===== src/design/shlp_ram.sv =====
// shlp_ram: generic single-port synchronous ram with registered read
// depends on nothing
module shlp_ram #(
    parameter int WIDTH = 8,
    parameter int DEPTH = 16
) (
    input  logic                     clk,
    input  logic                     we,
    input  logic [$clog2(DEPTH)-1:0] addr,
    input  logic [WIDTH-1:0]         wdata,
    output logic [WIDTH-1:0]         rdata
);

    logic [WIDTH-1:0] mem [DEPTH];

    // write and registered read
    always_ff @(posedge clk)
    begin
        if (we)
        begin
            mem[addr] <= wdata;
        end
        rdata <= mem[addr];
    end

endmodule


===== config.mk =====
export PLATFORM = sky130hd
export DESIGN_NAME = shlp_ram
export DESIGN_NICKNAME = d
export VERILOG_FILES = /design/src/design/shlp_ram.sv
export SDC_FILE = /design/constraint.sdc
export NUM_CORES = 1
export LEC_CHECK = 0
export ABC_AREA = 1
export BUFFER_PORTS_ARGS = -buffer_cell sky130_fd_sc_hd__buf_4
export CAP_MARGIN = 20
export CORE_MARGIN = 2
export CORE_UTILIZATION = 60
export CTS_CLUSTER_SIZE = 30
export DETAILED_ROUTE_END_ITERATION = 12
export MAX_ROUTING_LAYER = met4
export PLACE_DENSITY = 0.75
export SYNTH_ARGS = -nofsm -noshare
export SYNTH_HDL_FRONTEND = slang
export SYNTH_SLANG_ARGS = --single-unit

===== constraint.sdc =====
create_clock -name clk -period 2.65 [get_ports clk]
set_input_delay 0.6625 -clock clk [delete_from_list [all_inputs] [get_ports clk]]
set_output_delay 0.6625 -clock clk [all_outputs]
set_load 0.005 [all_outputs]

# == Word-level counts from Yosys, hierarchy flattened ==
# Memory sizes are Yosys's and may differ from the RTL's. A register that Yosys moved wholly into a read port is not among the register bits.
# Index checks and enable logic that the tools add are counted.
# classes
muxes,2
# op_table
op,n
2-to-1 mux 1 bit,2
# word_totals
word_cells,3
ram_bits,128
regBits,0
output_inout_bits,8
mem_count,1
in_bits,14
# memory_table
memory,words,word_bits,rd,rd_clocked_by_memory_dff,write_ports,line_no,source
mem,16,8,1,1,1,14,logic [WIDTH-1:0] mem [DEPTH];

# == Logic depth before layout (Yosys ltp) ==
# Gate-level depths: netlist of the first run.
# logic_depth
ltp_word,2
mapped_depth,11

# == Least setup slack after synthesis of the first run ==
# No wires, ideal clock.
# synth_timing
kind,in2reg
startpoint,input port addr[1]
endpoint,memory mem[3][0] (enable)
cell_stages,4
path_slack_ps,610
arrival_time_ps,1669
path_cell_list,buf_2 clkbuf_1 nand3_1 nor2_1
# synth_rtl
element,line_no,source
from (decl),9,"input logic [$clog2(DEPTH)-1:0] addr,"
to (decl),14,
# No word-level cell before the write port.

# == Worst setup path after layout of the first run ==
# layout_timing
startpoint,input port addr[0]
endpoint,memory mem[9][3] (enable)
# No word-level cell before the write port.

==> impl_metrics.yaml, run 1 <==
die:
  pin_count: 22
  core_area_um2: 9150
  rows: 35
  initial_utilization_pct: 61.1
  die_w_um: 101
  die_h_um: 101
  dieArea_um2: 10100
clock_tree:
  ctsHoldBuffers: 0
  numCtsBuffers: 17
  cts_resized: 0
  insertion_delay_ps: 520
  path_clk_slew_ps: 60
  post_cts_buffers: 0
  cts_buffer_depth: 2
  cts_tree: "yes"
  cts_max_level: 4
  cts.sinks: 136
  cts_root_buffer: "clkbuf_8"
routing:
  postRouteAntennaNets: 0
  vias_per_cell: 5.41
  avgRoutedWirePerCell_um: 17.0
  vias: 3829
  drc: 0
  first_pass_iters: 5
  drt_iter0_markers: 338
  wl_um: 12000
flow_run:
  drv_cap: 0
setup_path:
  worstReg2RegStart: "mem[12][5]$_DFFE_PP_"
  arrival_ps: 1800
  path_cells: "buf_4 -> nand3_1 -> nor2_1"
  crit_path_top_delay_cell: "nor2_1"
  worstPathRequired_ps: 2800
  critical_path.max_stage_delay_ps: 640
  start_kind: "input port"
  startpoint: "addr[0]"
  path_class: "in2reg"
  crit_path_end_kind: "flop"
  path_max_fanout: 20
logic_synthesis:
  synthCells: 548
  yosysWarnings: 0
  synth_nets: 562
  yosysUniqueCellTypes: 11
  ys_seq_area_share_pct: 71.6
  synth.avg_cell_area_um2: 10.2
  synth_area_um2: 5590
  ys_seq_elements: 136
sta:
  tightest_slew_ps: 732
  relSlewSlack_pct: 51.0
  skew_ps: 9.51
  drv_slew: 0
  setup_tns_ps: 0
  fin_crit_ps: 1650
  fmax_mhz: 606
  rsz0062_at_grt: "no"
  layout_setup_ws_ps: 1000
  period_share_pct: 62.2
  final_hold_viol_count: 0
  setup_viol: 0
cells_and_area:
  syn_to_final_growth_pct: 16.4
  diodes: 0
  n_fill_cell: 637
  drive_gt1_share_pct: 11.4
  layout_common_cells: "nand2_1 (346), edfxtp_1 (128), buf_4 (38), inv_1 (21), nor2_1 (18)"
  multi_input_area_um2: 1390
  final_common_cell: "nand2_1"
  nets: 598
  seq_area_um2: 4000
min_path:
  hp-class: "in2reg"
  min_from: "wdata[7]"
global_route:
  antenna_found_initial: 0
  grt_usage_pct: 26.6
  grt_pass1_vias: 3720
  grt_start_max_net_pins: 49
  overflow: 0
  grt_pass1_wl_um: 18800
power_and_ir_drop:
  power_density_nw_per_um2: 785
  peakVddDrop_mv: 0.577
  power_leakage_nw: 2.82
placed_design:
  dp_hpwl_um: 7340
  post-place-ws_ps: 487
  port-buffer-count: 21
  place_congestion: 0.919
run_status:
  status: "finished clean"
-- per-stage QoR --
stage	instance area (um2)	instances	hold WS [ps]	util, %	power [W]
floorplan	5590	548	643	-	0.00263
global placement	5900	676	700	64.5	0.00275
detailed placement	5900	676	703	64.5	0.00276
CTS	6510	708	496	71.1	0.00513
global route	6510	708	497	71.1	0.00525
finish	6510	708	501	71.1	0.00511
-- worst max-delay path: cells and delay by family --
family,cells,cell delay (ps)
simple gates,2,910
buf+inv,1,210
-- report_power, final --
part           switching (W)  leakage (nW)  internal, W
clock network       0.000842         0.293      0.00155
registers          0.0000134          1.22      0.00241
logic               0.000208          1.31    0.0000926
-- worst paths after layout --
check                         endpoint  slack [ps]  cells after the start
setup / recovery   mem[9][3]$_DFFE_PP_        1000                      3
setup reg to reg      rdata[5]$_DFF_P_        1630                      8
hold reg to reg       rdata[5]$_DFF_P_         710                      8
hold / removal    mem[13][7]$_DFFE_PP_         500                      1
-- metal layers --
layer	part of all wire [%]	track usage, %
met5	0	-
met4	2.3	10.7
met1	41	34.0
met2	49	42.0
met3	7.7	5.83
-- cells in the mapped netlist --
library cell	number	area, um2
buf_2	12	60.1
buf_4	6	45.0
clkbuf_1	3	11.3
clkinv_1	1	3.75
dfxtp_1	8	160
edfxtp_1	128	3840
inv_1	21	78.8
inv_2	1	3.75
nand2_1	346	1300
nand3_1	4	20.0
nor2_1	18	67.6
-- area by class of cell --
type	count	area share (%)
sequential	136	61.5
multi-input combinational	368	21.3
inverter	23	1.33
clock buffer	20	6.69
clock inverter	12	2.69
timing repair buffer	38	4.38
tap	111	2.13
-- registers in the layout (all words and copies together) (netlist names) --
signal,count
mem,128
rdata,8
-- logic make-up after synthesis --
group / share of synthesized area [%]
and+or+nand+nor: 24.8
buffers and inverters: 3.62
DFF: 71.6
Note: power is estimated with default switching activity, not from simulation.
==> run 2, diff against run 1 <==
Clock period 2.65 ns to 1.65 ns, I/O delays scaled along.
==> run 2 against run 1 <==
Compared with the run above: hold slack got worse by 260 ps; setup slack got worse by 710 ps; first-iteration DRC count rose by 6.2%; register-to-register slack got worse by 1000 ps; critical endpoint is now rdata[3]; largest cell class unchanged.
==> impl_metrics.yaml, run 2 (synthesis gave the netlist of run 1 again) <==
run_status:
  status: "finished clean"
setup_path:
  path_cells: "buf_4"
  crit_buf_inv: 1
  worstReg2RegStart: "mem[7][3]$_DFFE_PP_"
  ff2ff_path_depth: 8
  crit_path_top_delay_cell: "dfxtp_1"
  worstPathRequired_ps: 1240
  path_max_fanout: 1
  r2r-end: "rdata[3]$_DFF_P_"
  arrival_ps: 950
  critical_path.max_stage_delay_ps: 300
  path_class: "reg2out"
  crit_family: "flip-flops"
  start_kind: "flop"
  crit_path_end_kind: "output port"
  r2r_setup_slack_ps: 630
min_path:
  hold_path_end: "mem[1][5]$_DFFE_PP_"
  min_from: "wdata[5]"
  hp-class: "in2reg"
  hold_depth: 1
die:
  initial_utilization_pct: 61.1
  dieArea_um2: 10100
  die_h_um: 101
  pin_count: 22
  core_area_um2: 9150
  rows: 35
  die_w_um: 101
cells_and_area:
  fin_util_pct: 74.0
  layout_common_cells: "nand2_1 (346), edfxtp_1 (128), buf_4 (42), inv_1 (21), clkbuf_16 (16)"
  final_common_cell: "nand2_1"
  largest_reg_flops: 128
  n_fill_cell: 586
  drive_gt1_share_pct: 14.9
  diodes: 0
  syn_to_final_growth_pct: 21.0
  layout.cells.non_filler: 721
  final_cell_area_um2: 6770
  top_register: "mem"
  largestRegisters: "mem x128, rdata x8"
  nets: 611
clock_tree:
  cts_root_buffer: "clkbuf_8"
  cts_resized: 0
  numCtsBuffers: 17
  insertion_delay_ps: 520
  path_clk_slew_ps: 60
  ctsHoldBuffers: 0
  cts.sinks: 136
  cts_max_level: 4
  cts_tree: "yes"
  post_cts_buffers: 0
  cts_buffer_depth: 2
sta:
  fmax_mhz: 733
  drv_slew: 0
  setup_viol: 0
  final_hold_viol_count: 0
  skew_ps: 7.20
  period_share_pct: 82.7
  rsz0062_at_grt: "no"
  holdWs_ps: 242
  tightest_slew_ps: 385
  fin_crit_ps: 1360
  relSlewSlack_pct: 74.2
routing:
  drt_iter0_markers: 359
  first_pass_iters: 5
  vias: 3851
  drc: 0
  postRouteAntennaNets: 0
  avgRoutedWirePerCell_um: 16.9
  wl_um: 12200
  vias_per_cell: 5.34
placed_design:
  place_congestion: 0.809
  dp_hpwl_um: 7360
  port-buffer-count: 21
  placed_area_um2: 6130
  dp_cells: 689
power_and_ir_drop:
  p_sw_w: 0.00179
  power_density_nw_per_um2: 1250
  power_leakage_nw: 2.94
  total_power_w: 0.00845
  p_int_w: 0.00666
  p_seq_share_pct: 45.9
  p_clk_share_pct: 47.9
  peakVddDrop_mv: 1.04
  switching_share_pct: 21.2
  combPwrFrac_pct: 6.1
global_route:
  antenna_found_initial: 0
  overflow: 0
  grt_start_max_net_pins: 33
  grt_pass1_wl_um: 18900
  grt_usage_pct: 26.8
  grt_pass1_vias: 3713
flow_run:
  drv_cap: 0
-- run 2: cell types whose count changed in the layout (fill, tap and decap cells not counted), moves of 3 or more --
cell / before / now
nor2_1: 18 / 10
buf_4: 38 / 42
inv_6: 1 / 4
nor2_2: 0 / 8
buf_12: 0 / 9
-- run 2: metal layers --
metal	global-route usage [%]	share of wire, %	up-vias
li1	-	-	1850
met1	34.0	42	1837
met2	42.6	49	147
met3	6.17	7.4	17
met4	10.1	1.3	0
met5	-	0	-
-- run 2: final cells by class --
cell class / instances / area (um2) / area share (%)
Tap cell: 111 / 139 / 2.05
Clock buffer: 18 / 418 / 6.17
Timing Repair Buffer: 51 / 495 / 7.32
Sequential cell: 136 / 4000 / 59.1
Clock inverter: 14 / 220 / 3.25
Multi-Input combinational cell: 368 / 1410 / 20.8
Inverter: 23 / 86.3 / 1.28
-- run 2: through the flow --
stage / setup TNS [ps] / setup WS [ps]
5_1_grt: 0 / 252
2_1_floorplan: -8330 / -86.1
4_1_cts: 0 / 268
6_report: 0 / 286
3_3_place_gp: -119 / -12.3
3_5_place_dp: -496 / -24.3
-- run 2: how the worst max path moves through the flow --
stage,end,cells after the start,start
floorplan,mem[5][0]$_DFFE_PP_,5,addr[1]
global placement,mem[10][3]$_DFFE_PP_,5,addr[0]
detailed placement,mem[10][6]$_DFFE_PP_,5,addr[0]
CTS,rdata[3],1,rdata[3]$_DFF_P_
global route,rdata[3],1,rdata[3]$_DFF_P_
finish,rdata[3],1,rdata[3]$_DFF_P_
-- run 2: power groups by stage --
stage,logic (W),registers [W],clock network (W)
3_3_place_gp,0.000500,0.00395,0
4_1_cts,0.000518,0.00388,0.00408
3_5_place_dp,0.000509,0.00396,0
2_1_floorplan,0.000270,0.00396,0
5_1_grt,0.000577,0.00389,0.00423
6_report,0.000518,0.00388,0.00405
==> run 3, diff against run 2 <==
Clock period 1.65 ns to 1.4 ns, I/O delays scaled along.
==> run 3 against run 2 <==
Compared with the run above: flip-flop and latch count did not move; register-to-register slack got worse by 330 ps; clock skew rose by 1.2 ps; highest routed layer unchanged; largest power group is now sequential cells; largest cell class unchanged; critical path type unchanged; critical path depth did not move; sequential power rose by 18%.
==> impl_metrics.yaml, run 3 (synthesis gave the netlist of run 1 again) <==
power_and_ir_drop:
  p_clk_share_pct: 45.6
  switching_share_pct: 21.0
  p_int_w: 0.00762
  peakVddDrop_mv: 0.843
  total_power_w: 0.00964
  p_sw_w: 0.00202
  combPwrFrac_pct: 6.9
  power_density_nw_per_um2: 1420
  p_seq_share_pct: 47.5
  power_leakage_nw: 2.87
global_route:
  grt_start_max_net_pins: 34
  overflow: 0
  grt_usage_pct: 27.7
  grt_pass1_wl_um: 19500
  grt_pass1_vias: 3625
  antenna_found_initial: 0
cells_and_area:
  top_register: "mem"
  largest_reg_flops: 128
  n_fill_cell: 601
  final_common_cell: "nand2_1"
  fin_util_pct: 74.3
  layout_common_cells: "nand2_1 (346), edfxtp_1 (128), buf_4 (34), inv_1 (21)"
  largestRegisters: "mem x128, rdata x8"
  drive_gt1_share_pct: 15.5
  nets: 602
  syn_to_final_growth_pct: 21.5
  diodes: 0
clock_tree:
  cts.sinks: 136
  post_cts_buffers: 0
  cts_resized: 0
  cts_tree: "yes"
  cts_max_level: 4
  insertion_delay_ps: 510
  cts_root_buffer: "clkbuf_8"
  cts_buffer_depth: 2
  ctsHoldBuffers: 0
  numCtsBuffers: 17
  path_clk_slew_ps: 60
sta:
  rsz0062_at_grt: "no"
  final_hold_viol_count: 0
  drv_slew: 0
  relSlewSlack_pct: 76.7
  tightest_slew_ps: 350
  fmax_mhz: 744
  period_share_pct: 95.9
  skew_ps: 8.40
  setup_viol: 0
  fin_crit_ps: 1340
setup_path:
  critical_path.max_stage_delay_ps: 360
  arrival_ps: 990
  crit_family: "flip-flops"
  path_class: "reg2out"
  crit_path_top_delay_cell: "dfxtp_1"
  crit_path_end_kind: "output port"
  start_kind: "flop"
  crit_buf_inv: 1
  worstPathRequired_ps: 1050
  path_cells: "buf_4"
  path_max_fanout: 1
placed_design:
  place_congestion: 0.880
  port-buffer-count: 21
  dp_hpwl_um: 7490
routing:
  vias: 3794
  wl_um: 12300
  first_pass_iters: 5
  drc: 0
  vias_per_cell: 5.33
  avgRoutedWirePerCell_um: 17.3
  postRouteAntennaNets: 0
  drt_iter0_markers: 236
min_path:
  hp-class: "in2reg"
die:
  dieArea_um2: 10100
  pin_count: 22
  initial_utilization_pct: 61.1
  rows: 35
  die_h_um: 101
  die_w_um: 101
  core_area_um2: 9150
run_status:
  status: "finished clean"
flow_run:
  drv_cap: 0
[run 3: cell types whose count changed in the layout (fill, tap and decap cells not counted), moves of 2 or more]
| cell | delta |
|---|---|
| nand3_1 | -4 |
| clkbuf_8 | +3 |
| clkinv_4 | -2 |
| nor2_4 | +16 |
| inv_6 | -4 |
| bufinv_16 | -2 |
| clkbuf_1 | +2 |
| buf_4 | -8 |
| nor2_2 | -6 |
| nand3_4 | +4 |
| nor2_1 | -10 |
[run 3: final timing paths]
kind,from,endpoint,slack (ps),cells past startpoint
max,rdata[1]$_DFF_P_,rdata[1],60,1
min,wdata[2],mem[13][2]$_DFFE_PP_,200,1
max reg2reg,mem[14][6]$_DFFE_PP_,rdata[6]$_DFF_P_,300,8
min reg2reg,mem[10][0]$_DFFE_PP_,rdata[0]$_DFF_P_,710,8
[run 3: stage by stage]
stage          instance area (um2)  hold WS [ps]  TNS [ps]  instances  worst slack, ps
2_1_floorplan                 5780           449         0        548             8.19
3_3_place_gp                  6210           690     -1970        680            -62.2
3_5_place_dp                  6210           695     -4200        680            -95.4
4_1_cts                       6800           175         0        712             28.7
5_1_grt                       6800           186         0        712             19.0
6_report                      6800           198         0        712             56.7
[run 3: layout make-up]
type                       instances  area [um2]  share of cell area [%]
clock buffer                      23         467                    6.87
clock inverter                     9         123                    1.80
inverter                          23        87.6                    1.29
multi-input combinational        368        1560                    23.0
sequential                       136        4000                    58.9
tap                              111         139                    2.04
timing repair buffer              42         415                    6.11
[run 3: layer usage]
layer,global-route usage [%],vias to the layer above,share of wire (%)
li1,-,1836,-
met1,38.1,1766,41
met2,41.6,176,49
met3,6.31,16,7.9
met4,8.85,0,1.3
met5,-,-,0
[run 3: power groups by stage]
stage | clock network [W] | registers, W | logic (W)
after floorplan | 0 | 0.00466 | 0.000356
after global placement | 0 | 0.00466 | 0.000640
after detailed placement | 0 | 0.00466 | 0.000651
after CTS | 0.00441 | 0.00458 | 0.000663
after global routing | 0.00462 | 0.00459 | 0.000730
final | 0.00440 | 0.00458 | 0.000663
